$ cat src/design/pit3_pkg.sv
// Package for the three-channel interval timer: item types, kinds and access codes.
// No dependencies.
package pit3_pkg;

   typedef enum logic [1:0] {
      KIND_TICK  = 2'd0,
      KIND_CMD   = 2'd1,
      KIND_WRITE = 2'd2,
      KIND_READ  = 2'd3
   } kind_type;

   localparam logic [1:0] ACC_LATCH = 2'd0;
   localparam logic [1:0] ACC_LOW   = 2'd1;
   localparam logic [1:0] ACC_HIGH  = 2'd2;
   localparam logic [1:0] ACC_BOTH  = 2'd3;

   localparam logic [2:0] MODE_INT   = 3'd0;
   localparam logic [2:0] MODE_ONE   = 3'd1;
   localparam logic [2:0] MODE_RATE  = 3'd2;
   localparam logic [2:0] MODE_SQR   = 3'd3;
   localparam logic [2:0] MODE_STRB  = 3'd4;
   localparam logic [2:0] MODE_HSTRB = 3'd5;

   localparam logic [7:0] ABSENT_READ = 8'hFF;

   typedef struct packed {
      logic [1:0] kind;
      logic [1:0] channel;
      logic [7:0] data_byte;
   } req_type;

   typedef struct packed {
      logic [7:0] read_data;
      logic       out_ch0;
      logic       out_ch1;
      logic       out_ch2;
      logic       irq_rise;
   } rsp_type;

endpackage

$ cat src/design/interval_timer_three_channel.sv
// Three-channel interval timer top level.
// The result item is registered in the cycle after the item is accepted.
// Throughput: one item per cycle; the result register updates whenever it
// is empty or being taken, so a new item enters in every cycle unless a
// waiting result is held off by rsp_stall, which stalls the input.
// Reset: synchronous, clears all counter state (outputs high, access low then
// high) and empties the result register.
module interval_timer_three_channel
   import pit3_pkg::*;
#(
   parameter int NUM_COUNTERS = 3,
   parameter int COUNT_BITS   = 16
) (
   input  logic    clock,
   input  logic    reset,
   input  logic    req_valid,
   output logic    req_stall,
   input  req_type req_data,
   output logic    rsp_valid,
   input  logic    rsp_stall,
   output rsp_type rsp_data
);

   localparam int CB = COUNT_BITS;
   localparam int NC = NUM_COUNTERS;

   logic [CB-1:0] reload_ff   [NC], reload_in   [NC];
   logic [CB-1:0] live_ff     [NC], live_in     [NC];
   logic [CB-1:0] latched_ff  [NC], latched_in  [NC];
   logic [1:0]    acc_ff      [NC], acc_in      [NC];
   logic [2:0]    mode_ff     [NC], mode_in     [NC];
   logic [7:0]    plow_ff     [NC], plow_in     [NC];
   logic [NC-1:0] held_ff, held_in, rhi_ff, rhi_in, whi_ff, whi_in;
   logic [NC-1:0] lvl_ff, lvl_in, cnt_ff, cnt_in, pend_ff, pend_in;

   logic    rsp_valid_ff;
   rsp_type rsp_ff, rsp_in;
   logic    take;

   assign req_stall = rsp_valid_ff & rsp_stall;
   assign take      = req_valid & ~req_stall;
   assign rsp_valid = rsp_valid_ff;
   assign rsp_data  = rsp_ff;

   // Mode 3 load for the half period starting at the given level.
   function automatic logic [CB-1:0] sq_load(input logic [CB-1:0] n, input logic lvl);
      if (n[0] && lvl) sq_load = n + CB'(1);
      else             sq_load = {n[CB-1:1], 1'b0};
   endfunction

   // Align a 16-bit written value to the counter width.
   function automatic logic [CB-1:0] fit(input logic [15:0] v);
      fit = v[CB-1:0];
   endfunction

   always_comb begin
      logic [1:0]    cc, ca;
      logic [2:0]    cm;
      logic [CB-1:0] v, dec;
      logic [15:0]   wv;
      logic          wdone;
      logic [7:0]    rd;
      logic          lvl0_prev;
      cc = req_data.data_byte[7:6];
      ca = req_data.data_byte[5:4];
      cm = req_data.data_byte[3:1];
      if (cm[2:1] == 2'b11) cm = {1'b0, cm[1:0]};
      rd = 8'd0;
      v = '0; dec = '0; wv = '0; wdone = 1'b0;
      lvl0_prev = lvl_ff[0];
      reload_in = reload_ff; live_in = live_ff; latched_in = latched_ff;
      acc_in = acc_ff; mode_in = mode_ff; plow_in = plow_ff;
      held_in = held_ff; rhi_in = rhi_ff; whi_in = whi_ff;
      lvl_in = lvl_ff; cnt_in = cnt_ff; pend_in = pend_ff;
      if ((req_data.kind == KIND_READ || req_data.kind == KIND_WRITE)
          && 32'(req_data.channel) >= NC && req_data.kind == KIND_READ)
         rd = ABSENT_READ;
      for (int c = 0; c < NC; c++) begin
         case (req_data.kind)
            KIND_TICK: begin
               if (mode_ff[c] == MODE_STRB && !lvl_ff[c]) lvl_in[c] = 1'b1;
               if (mode_ff[c] != MODE_ONE && mode_ff[c] != MODE_HSTRB) begin
                  if (pend_ff[c] && (mode_ff[c] == MODE_INT || mode_ff[c] == MODE_STRB
                                     || !cnt_ff[c])) begin
                     pend_in[c] = 1'b0;
                     cnt_in[c]  = 1'b1;
                     live_in[c] = (mode_ff[c] == MODE_SQR)
                                  ? sq_load(reload_ff[c], lvl_ff[c]) : reload_ff[c];
                  end else if (cnt_ff[c]) begin
                     dec = live_ff[c] - CB'(1);
                     case (mode_ff[c])
                        MODE_INT: begin
                           live_in[c] = dec;
                           if (dec == '0) lvl_in[c] = 1'b1;
                        end
                        MODE_RATE: begin
                           if (!lvl_ff[c]) begin
                              lvl_in[c] = 1'b1;
                              live_in[c] = reload_ff[c];
                              pend_in[c] = 1'b0;
                           end else begin
                              live_in[c] = dec;
                              if (dec == CB'(1)) lvl_in[c] = 1'b0;
                           end
                        end
                        MODE_SQR: begin
                           v = live_ff[c] - CB'(2);
                           live_in[c] = v;
                           if (v == '0) begin
                              lvl_in[c] = ~lvl_ff[c];
                              pend_in[c] = 1'b0;
                              live_in[c] = sq_load(reload_ff[c], ~lvl_ff[c]);
                           end
                        end
                        default: begin
                           live_in[c] = dec;
                           if (dec == '0) begin
                              lvl_in[c] = 1'b0;
                              cnt_in[c] = 1'b0;
                           end
                        end
                     endcase
                  end
               end
            end
            KIND_CMD: begin
               if (32'(cc) == c) begin
                  if (ca == ACC_LATCH) begin
                     if (!held_ff[c]) begin
                        latched_in[c] = live_ff[c];
                        held_in[c] = 1'b1;
                     end
                  end else begin
                     acc_in[c] = ca;
                     mode_in[c] = cm;
                     rhi_in[c] = 1'b0; whi_in[c] = 1'b0; held_in[c] = 1'b0;
                     cnt_in[c] = 1'b0; pend_in[c] = 1'b0;
                     lvl_in[c] = (cm != MODE_INT);
                  end
               end
            end
            KIND_WRITE: begin
               if (32'(req_data.channel) == c) begin
                  wdone = 1'b0;
                  case (acc_ff[c])
                     ACC_LOW: begin
                        wv = {8'd0, req_data.data_byte}; wdone = 1'b1;
                     end
                     ACC_HIGH: begin
                        wv = {req_data.data_byte, 8'd0}; wdone = 1'b1;
                     end
                     default: begin
                        if (!whi_ff[c]) begin
                           plow_in[c] = req_data.data_byte;
                           whi_in[c] = 1'b1;
                           if (mode_ff[c] == MODE_INT) cnt_in[c] = 1'b0;
                        end else begin
                           whi_in[c] = 1'b0;
                           wv = {req_data.data_byte, plow_ff[c]};
                           wdone = 1'b1;
                        end
                     end
                  endcase
                  if (wdone) begin
                     reload_in[c] = fit(wv);
                     if (mode_ff[c] == MODE_INT) begin
                        lvl_in[c] = 1'b0; pend_in[c] = 1'b1;
                     end else if (mode_ff[c] == MODE_STRB) begin
                        lvl_in[c] = 1'b1; pend_in[c] = 1'b1;
                     end else if (mode_ff[c] == MODE_RATE || mode_ff[c] == MODE_SQR) begin
                        pend_in[c] = 1'b1;
                     end
                  end
               end
            end
            default: begin
               if (32'(req_data.channel) == c) begin
                  wv = 16'(held_ff[c] ? latched_ff[c] : live_ff[c]);
                  case (acc_ff[c])
                     ACC_LOW: begin
                        rd = wv[7:0]; held_in[c] = 1'b0;
                     end
                     ACC_HIGH: begin
                        rd = wv[15:8]; held_in[c] = 1'b0;
                     end
                     default: begin
                        if (!rhi_ff[c]) begin
                           rd = wv[7:0]; rhi_in[c] = 1'b1;
                        end else begin
                           rd = wv[15:8]; rhi_in[c] = 1'b0; held_in[c] = 1'b0;
                        end
                     end
                  endcase
               end
            end
         endcase
      end
      rsp_in.read_data = rd;
      rsp_in.out_ch0   = lvl_in[0];
      rsp_in.out_ch1   = (NC > 1) ? lvl_in[(NC > 1) ? 1 : 0] : 1'b0;
      rsp_in.out_ch2   = (NC > 2) ? lvl_in[(NC > 2) ? 2 : 0] : 1'b0;
      rsp_in.irq_rise  = ~lvl0_prev & lvl_in[0];
   end

   always_ff @(posedge clock) begin
      if (reset) begin
         rsp_valid_ff <= 1'b0;
         held_ff <= '0; rhi_ff <= '0; whi_ff <= '0;
         lvl_ff <= '1; cnt_ff <= '0; pend_ff <= '0;
         for (int c = 0; c < NC; c++) begin
            reload_ff[c] <= '0; live_ff[c] <= '0; latched_ff[c] <= '0;
            acc_ff[c] <= ACC_BOTH; mode_ff[c] <= MODE_INT; plow_ff[c] <= '0;
         end
      end else begin
         if (!req_stall) rsp_valid_ff <= req_valid;
         if (take) begin
            rsp_ff <= rsp_in;
            reload_ff <= reload_in; live_ff <= live_in; latched_ff <= latched_in;
            acc_ff <= acc_in; mode_ff <= mode_in; plow_ff <= plow_in;
            held_ff <= held_in; rhi_ff <= rhi_in; whi_ff <= whi_in;
            lvl_ff <= lvl_in; cnt_ff <= cnt_in; pend_ff <= pend_in;
         end
      end
   end

endmodule
$ cat config.mk
export PLATFORM = sky130hd
export DESIGN_NAME = interval_timer_three_channel
export DESIGN_NICKNAME = d
export VERILOG_FILES = /design/src/design/pit3_pkg.sv /design/src/design/interval_timer_three_channel.sv
export SDC_FILE = /design/constraint.sdc
export NUM_CORES = 1
export LEC_CHECK = 0
export BUFFER_PORTS_ARGS = -buffer_cell sky130_fd_sc_hd__buf_2
export CELL_PAD_IN_SITES_DETAIL_PLACEMENT = 1
export CELL_PAD_IN_SITES_GLOBAL_PLACEMENT = 1
export CORE_ASPECT_RATIO = 0.8
export CORE_MARGIN = 2
export CORE_UTILIZATION = 48
export DETAILED_ROUTE_END_ITERATION = 7
export PLACE_DENSITY = 0.78
export SYNTH_ARGS = -nofsm -noshare
export SYNTH_HDL_FRONTEND = slang
export SYNTH_SLANG_ARGS = --single-unit
$ cat constraint.sdc
create_clock -name clock -period 4.38 [get_ports clock]
set_clock_uncertainty 0.1 [all_clocks]
set_input_delay 0.438 -clock clock [delete_from_list [all_inputs] [get_ports clock]]
set_output_delay 0.438 -clock clock [all_outputs]
set_load 0.005 [all_outputs]
Word-level counts from Yosys, hierarchy flattened:

Cells that the tools add are included.

* add/subtract/negate cells: 9
* $lt $le $gt $ge: 1
* equal/unequal tests: 72
* multiplexer cells: 222
* bitwise operators: 16
* reductions and logical operators: 97

Operators with widths (number)
* $mux W16: 29
* $pmux W16 S2: 6
* $mux W1: 149
* $logic_not A16 Y1: 6
* $mux W8: 10
* $add A16 B1 Y16 const B: 3
* $eq A16 B1 Y1 const B: 3
* $pmux W8 S2: 3
* $reduce_and A4 Y1: 12
* $sub A16 B1 Y16 const B: 3
* $sub A16 B2 Y16 const B: 3
* $ne A4 B4 Y1 const B: 9
* $pmux W1 S3: 12
* $reduce_and A12 Y1: 3
* $reduce_and A6 Y1: 6
* $reduce_and A5 Y1: 6
* $reduce_and A9 Y1: 3
* $ne A2 B2 Y1 const B: 13
* $ne A2 B1 Y1 const B: 12
* $pmux W1 S2: 12
* $eq A3 B2 Y1 const B: 6
* $ne A3 B3 Y1 const B: 6
* $logic_and A1 B1 Y1: 17
* $eq A2 B2 Y1 const B: 8
* 17 further kinds: 77

* register bits after elaboration: 214
* input port bits: 16
* output and inout port bits: 14
* logic and storage cells: 457

Longest topological paths before layout:

Gate-level depths: netlist of run 1.

* depth after elaboration: 11
* mapped depth: 13

Worst setup path after synthesis of run 1:

OpenSTA, ideal clock, no wires.

* kind: reg2reg
* start point: register live_ff[33] in the netlist's numbering
* end point: register rsp_ff, in the netlist rsp_data[3], data pin
* arrival time: 3.010 ns
* required time: 4.019 ns
* path slack: 1.009 ns
* cell stages (with the launch flop): 12
* path buffers: 1
* clock period less this slack: 3.371 ns
* path through: dfxtp_1 -> clkbuf_1 -> inv_1 -> ha_1 -> nor3b_1 -> nand4b_1 -> xnor2_1 -> nor4_2 -> nand4_1 -> or4b_2 -> a311oi_1 -> nor2_1

* cells in the longest elaborated chain, start to end: 9
* elaborated cells between the ends (all ways): 15
* those cells by class: 2 x add/sub; 1 x eq/ne; 10 x mux; 2 x reduce/logical

RTL lines
* from (decl): line interval_timer_three_channel.sv:28 `logic [CB-1:0] live_ff [NC], live_in [NC];`
* from (signal assigned): line interval_timer_three_channel.sv:218 `reload_ff <= reload_in; live_ff <= live_in; latched_ff <= latched_in;`
* $sub A16 B1 Y16: line interval_timer_three_channel.sv:90 `dec = live_ff[c] - CB'(1);`
* $eq A16 B1 Y1: line interval_timer_three_channel.sv:103 `if (dec == CB'(1)) lvl_in[c] = 1'b0;`
* $mux W1: line interval_timer_three_channel.sv:103
* $mux W1: line interval_timer_three_channel.sv:97 `if (!lvl_ff[c]) begin`
* $pmux W1 S3 (*): line interval_timer_three_channel.sv:91 `case (mode_ff[c])`
* $mux W1 (*): line interval_timer_three_channel.sv:89 `end else if (cnt_ff[c]) begin`
* $mux W1 (*): line interval_timer_three_channel.sv:83 `if (pend_ff[c] && (mode_ff[c] == MODE_INT || mode_ff[c] == MODE_STRB`
* $mux W1 (*): line interval_timer_three_channel.sv:82 `if (mode_ff[c] != MODE_ONE && mode_ff[c] != MODE_HSTRB) begin`
* $pmux W1 S3 (*): line interval_timer_three_channel.sv:79 `case (req_data.kind)`
* named net lvl_in[0]: line interval_timer_three_channel.sv:34 `logic [NC-1:0] lvl_ff, lvl_in, cnt_ff, cnt_in, pend_ff, pend_in;`
* to (signal assigned): line interval_timer_three_channel.sv:217 `rsp_ff <= rsp_in;`
* to (decl): line interval_timer_three_channel.sv:37 `rsp_type rsp_ff, rsp_in;`

Mark *: on every way through the listed nets, which the timed path passes. The rest lies on a longest branch.
A chain may end at the register's enable or synchronous reset.

Final worst setup path of run 1:

* start point: register live_ff[32] in the netlist's numbering
* end point: register rsp_ff, in the netlist rsp_data[3], data pin

The elaborated chain is that of the path after synthesis.

==> results of run 1 <==
[flip-flops by register name, indices dropped and copies added, names as in the netlist, 3 cells and up]
name	count
acc_ff	6
cnt_ff	3
held_ff	3
latched_ff	48
live_ff	48
lvl_ff	3
mode_ff	9
pend_ff	3
plow_ff	24
reload_ff	48
rhi_ff	3
rsp_data	12
whi_ff	3
[critical path: stages (launching register included)]
cell	delay, ns
dfxtp_1	0.40
inv_1	0.18
ha_1	0.23
nor3b_1	0.52
nand4b_1	0.25
xnor2_1	0.19
nor4_2	0.49
nand4_1	0.17
or4b_2	0.69
a311oi_1	0.32
nor2_1	0.09
[stage by stage]
stage	hold slack, ns	power (mW)	cells
floorplan	0.3329	2.321	2232
global placement	0.3402	2.461	2538
detailed placement	0.3469	2.474	2538
CTS	0.009351	4.826	2584
global route	0.03316	4.938	2584
finish	0.02091	4.821	2584
[layout make-up]
cell class,count,area [um^2]
clock buffer,37,793.3
clock inverter,9,122.6
fill,4269,16100
inverter,42,157.7
multi-input combinational,1767,10820
sequential,214,4404
tap,434,543.0
timing repair buffer,81,541.8
[cell usage after synthesis (40+ instances only)]
master    instances  share of area, %
a21oi_1         191               5.9
clkbuf_1        174               4.0
dfxtp_1         202                25
inv_1            40              0.93
mux2i_1          84               5.2
nand2_1         260               6.0
nand3_1          78               2.4
nor2_1          260               6.0
nor3_1           75               2.3
o21ai_0         125               3.9
xnor2_1          89               4.8
xor2_1           71               3.8
[per-layer routing]
layer  vias to the layer above  track usage (%)
li1                       7749                -
met1                      8356            50.17
met2                       692            53.80
met3                       122            7.704
met4                         0            7.647
met5                         -                0
[logic make-up (layout without fill, tap and decap cells)]
family	after synthesis	in the layout
AND/OR/NAND/NOR	884	884
AO/OA/AOI/OAI	578	578
buffers and inverters	251	169
flip-flops	214	214
XOR/XNOR	160	160
multiplexers	118	118
adder cells (fa/ha/maj)	27	27
[where the power goes]
group / switching, mW / total (mW) / internal (mW)
combinational: 0.300 / 0.438 / 0.138
clock: 0.948 / 2.37 / 1.42
sequential: 0.0276 / 2.01 / 1.98
[path summary, 6_finish.rpt]
path / slack, ns / endpoint / startpoint / depth (start not counted)
setup / recovery: 0.50 / rsp_data[3]$_DFFE_PP_ / live_ff[32]$_SDFFE_PP0P_ / 10
hold / removal: 0.02 / rsp_valid$_SDFFE_PP0N_ / req_valid / 2
setup reg to reg: 0.50 / rsp_data[3]$_DFFE_PP_ / live_ff[32]$_SDFFE_PP0P_ / 10
hold reg to reg: 0.35 / latched_ff[13]$_SDFFE_PP0P_ / latched_ff[13]$_SDFFE_PP0P_ / 2
==> flow_metrics.tcl, run 1 <==
set metrics [dict create \
    ys_types 81 \
    grt_max_degree 96 \
    outcome "finished, final reports clean" \
    synthFlopType "dfxtp_1" \
    drt-total-wl_um 62530 \
    syn_inst 2232 \
    gp_congestion 0.9332 \
    nets 2175 \
    slew_headroom_pct 23.39 \
    clkSinkCount 214 \
    clockRootBuffer "clkbuf_16" \
    clkLatencyLatePin_ns 0.57 \
    fmax_mhz 257.6 \
    synth-edff-count 12 \
    cts_hold_buf 0 \
    finalCritPeriodShare_pct 88.62 \
    first_global_vias 16850 \
    synth-simple-area-share_pct 26.05 \
    highest_layer "met4" \
    cts_resized 0 \
    rsz0062_at_grt "false" \
    synth_fa_ha_area_share_pct 2.082 \
    mappedNetlistNets 2275 \
    p_per_area_nw_per_um2 277.3 \
    dp_hpwl_um 45270 \
    critPathLaunchType "flip-flop" \
    syn_area_um2 16220 \
    drive_above_1_share_pct 8.837 \
    synth-xor-area-share_pct 8.638 \
    hp-class "in -> reg" \
    timing.final.ws_setup_ns 0.4985 \
    synthMuxAreaShare_pct 7.543 \
    worstPathArrival_ns 4.09 \
    yosysSeqAreaShare_pct 27.15 \
    drtIter0Drc 1736 \
    postLayoutCoreUtil_pct 51.92 \
    worstPathRequired_ns 4.59 \
    cts_tree "done" \
    num_vias 16920 \
    clk_pin_slew_worst_paths_ns 0.06 \
    n_antenna_cell 0 \
    path_class "reg -> reg" \
    synth_compound_area_share_pct 22.39 \
    max_slew.worst_pin.slew_ns 1.148 \
    drt_first_pass_iters 6 \
    synth-async-reset-ratio_pct 0 \
    p_leak_nw 6.329 \
    io_buffer_count 29 \
    yosysWarningCount 0 \
    synth_area_per_cell_um2 7.268 \
    ir_worst_vdd_uv 267.8 \
    cts_inserted_buffers 26 \
    final_area_um2 17380 \
    synth_top_family_by_area "simple AND/OR/NAND/NOR gates" \
    slew_violations 0 \
    synth-seq-cells 214 \
    hold_violations 0 \
    worstSetupEndpointType "flip-flop" \
    placed_area_um2 16470 \
    h-tree-depth 1 \
    grt_pass1_wl_um 98700 \
    die_y_um 168.4 \
    tns_ns 0 \
    fin_crit_ns 3.882 \
    wl_met2_um 26860 \
    drtAntennaViolNets 0 \
    setup_violations 0 \
    antenna_found_initial 0 \
    max_cap_viol_count 0 \
    clock_path_buffers 3 \
    place_ws_ns 0.5908 \
    die-area_um2 35290 \
    grt.overflow.total 0 \
    area_growth_pct 7.149 \
    fp-row-count 60 \
    wl_met3_um 5340 \
    worstPathMaxFanout 9 \
    io_pins 30 \
    dieWidth_um 209.5 \
    avgRoutedWirePerCell_um 24.20 \
    viasPerCell 6.548 \
    mostFrequentLayoutCells "260 x nand2_1, 260 x nor2_1, 202 x dfxtp_1, 191 x a21oi_1, 125 x o21ai_0" \
    core_um2 33480 \
    initial_utilization_pct 48.45 \
    cts_setup_buffers 0 \
    gr-usage-all-layers_pct 35.03 \
    drc 0 \
    wl_met1_um 28930 \
]
No activity file was read; power rests on OpenSTA's default activity.
==> run 2: changes to the inputs <==
--- a/config.mk
+++ b/config.mk
@@ -10,9 +10,9 @@
 export CELL_PAD_IN_SITES_GLOBAL_PLACEMENT = 1
 export CORE_ASPECT_RATIO = 0.8
 export CORE_MARGIN = 2
-export CORE_UTILIZATION = 48
+export CORE_UTILIZATION = 49
 export DETAILED_ROUTE_END_ITERATION = 7
-export PLACE_DENSITY = 0.78
+export PLACE_DENSITY = 0.79
 export SYNTH_ARGS = -nofsm -noshare
 export SYNTH_HDL_FRONTEND = slang
 export SYNTH_SLANG_ARGS = --single-unit
==> constraint.sdc (replaced) <==
create_clock -name clock -period 4.9 [get_ports clock]
set_clock_uncertainty 0.1 [all_clocks]
set_input_delay 0.49 -clock clock [delete_from_list [all_inputs] [get_ports clock]]
set_output_delay 0.49 -clock clock [all_outputs]
set_load 0.005 [all_outputs]
==> run 2 against run 1 <==
Net effect: clock-buffer cell count up 4; non-clock buffer count down 21; combinational power down 13%; final area down 1.4%; sequential power down 10%; fmax down 6.3%; critical endpoint unchanged; largest cell class unchanged.
==> flow_metrics.tcl, run 2 (synthesis results as in run 1) <==
set metrics [dict create \
    gp_congestion 0.9873 \
    crit_chain "inv_1 > ha_1 > nor3b_1 > nand4b_1 > xnor2_1 > nor4_2 > nand4_1 > or4b_2 > a311oi_1 > nor2_1" \
    grt_max_degree 70 \
    nets 2154 \
    avgRoutedWirePerCell_um 24.49 \
    worstPathArrival_ns 4.33 \
    slew_violations 0 \
    outcome "finished, final reports clean" \
    worstSetupEndpointType "flip-flop" \
    path_class "reg -> reg" \
    clk_pin_slew_worst_paths_ns 0.06 \
    ir_worst_vdd_uv 218.1 \
    io_buffer_count 29 \
    seqCellArea_um2 4404 \
    core_um2 32560 \
    cts_resized 0 \
    tns_ns 0 \
    finalCritPeriodShare_pct 84.57 \
    p_per_area_nw_per_um2 239.8 \
    dp_hpwl_um 45030 \
    gr-usage-all-layers_pct 35.26 \
    cts_hold_buf 0 \
    r2r_cells 10 \
    crit_buf_inv 1 \
    fp-row-count 59 \
    rsz0062_at_grt "false" \
    die_y_um 166.7 \
    max_slew.worst_pin.slew_ns 1.339 \
    worstPathMaxFanout 11 \
    antenna_found_initial 0 \
    slowest_stage "or4b_2" \
    clkSinkCount 214 \
    met1_usage_pct 51.44 \
    top_usage_layer "met2" \
    first_global_vias 16740 \
    clock_path_buffers 3 \
    met2_usage_pct 51.62 \
    drtAntennaViolNets 0 \
    setup_violations 0 \
    clockRootBuffer "clkbuf_16" \
    p_leak_nw 6.185 \
    met3_usage_pct 7.392 \
    max_cap_viol_count 0 \
    multiInputGateArea_um2 10820 \
    whs_endpoint "rsp_valid$_SDFFE_PP0N_" \
    r2r-end "rsp_data[3]$_DFFE_PP_" \
    hp-class "in -> reg" \
    io_pins 30 \
    critPathLaunchType "flip-flop" \
    hold_violations 0 \
    n_antenna_cell 0 \
    ff2ff_setup_slack_ns 0.76 \
    crit_start "live_ff[33]$_SDFFE_PP0P_" \
    drt-total-wl_um 62590 \
    dieWidth_um 207.4 \
    cts_inserted_buffers 26 \
    num_vias 16950 \
    clkLatencyLatePin_ns 0.57 \
    worstPathRequired_ns 5.09 \
    max_stage_delay_ns 0.68 \
    h-tree-depth 1 \
    fin_crit_ns 4.144 \
    drtIter0Drc 1853 \
    worstReg2RegStart "live_ff[33]$_SDFFE_PP0P_" \
    whs_ns 0.08554 \
    hold_depth 2 \
    nFillCells 4129 \
    area_growth_pct 5.638 \
    slew_headroom_pct 10.03 \
    grt_pass1_wl_um 97900 \
    drt_first_pass_iters 6 \
    grt.overflow.total 0 \
    hold_start "req_valid" \
    fmax_mhz 241.3 \
    drive_above_1_share_pct 7.703 \
    die-area_um2 34590 \
    viasPerCell 6.631 \
    reg_top3 "latched_ff: 48 flops, live_ff: 48 flops, reload_ff: 48 flops" \
    drc 0 \
    critPathTopFamily "simple AND/OR/NAND/NOR gates" \
    initial_utilization_pct 49.83 \
    mostFrequentLayoutCells "260 x nand2_1, 260 x nor2_1, 202 x dfxtp_1, 191 x a21oi_1, 125 x o21ai_0" \
    cts_setup_buffers 0 \
    cts_tree "done" \
]
==> run 2: changes by cell type in the layout (fill, tap and decap cells not counted), sizes merged <==
cell	previous run	this run
clkbuf	37	41
bufinv	3	0
clkinv	6	5
buf	81	60
==> run 2: how the worst max path moves through the flow <==
stage,end,cells after the start
after global routing,rsp_data[3]$_DFFE_PP_,10
after CTS,rsp_data[3]$_DFFE_PP_,10
after global placement,rsp_data[3]$_DFFE_PP_,10
after floorplan,rsp_data[3]$_DFFE_PP_,11
final,rsp_data[3]$_DFFE_PP_,10
after detailed placement,rsp_data[3]$_DFFE_PP_,10
==> run 2: final cells by class <==
cell class | count | share of cell area, %
well taps | 427 | 3.117
clock inverters | 5 | 0.1606
multi-input cells | 1767 | 63.14
clock buffers | 41 | 4.724
inverters | 42 | 0.9199
flip-flops and latches | 214 | 25.70
repair buffers | 60 | 2.241
==> run 2: metrics by stage <==
| step | total power [mW] | setup WS, ns | cells | utilization (%) | area (um^2) |
|---|---|---|---|---|---|
| after global routing | 4.222 | 0.5284 | 2556 | 52.64 | 17140 |
| after global placement | 2.193 | 1.072 | 2510 | 50.07 | 16300 |
| after detailed placement | 2.204 | 0.9147 | 2510 | 50.07 | 16300 |
| final | 4.110 | 0.7558 | 2556 | 52.64 | 17140 |
| after CTS | 4.114 | 0.8713 | 2556 | 52.64 | 17140 |
| after floorplan | 2.075 | 1.529 | 2232 | - | 16220 |
==> run 2: per-layer routing <==
layer  wire [um]  vias to the layer above
met5           0                        -
met4        1746                        0
met3        5915                      106
met2       26260                      755
met1       28670                     8360
li1            -                     7729
==> run 2: power breakdown <==
group          total (mW)  switching, mW  internal (mW)
combinational       0.383          0.263          0.120
sequential           1.80         0.0253           1.77
clock                1.93          0.804           1.13
total                4.11           1.09           3.02
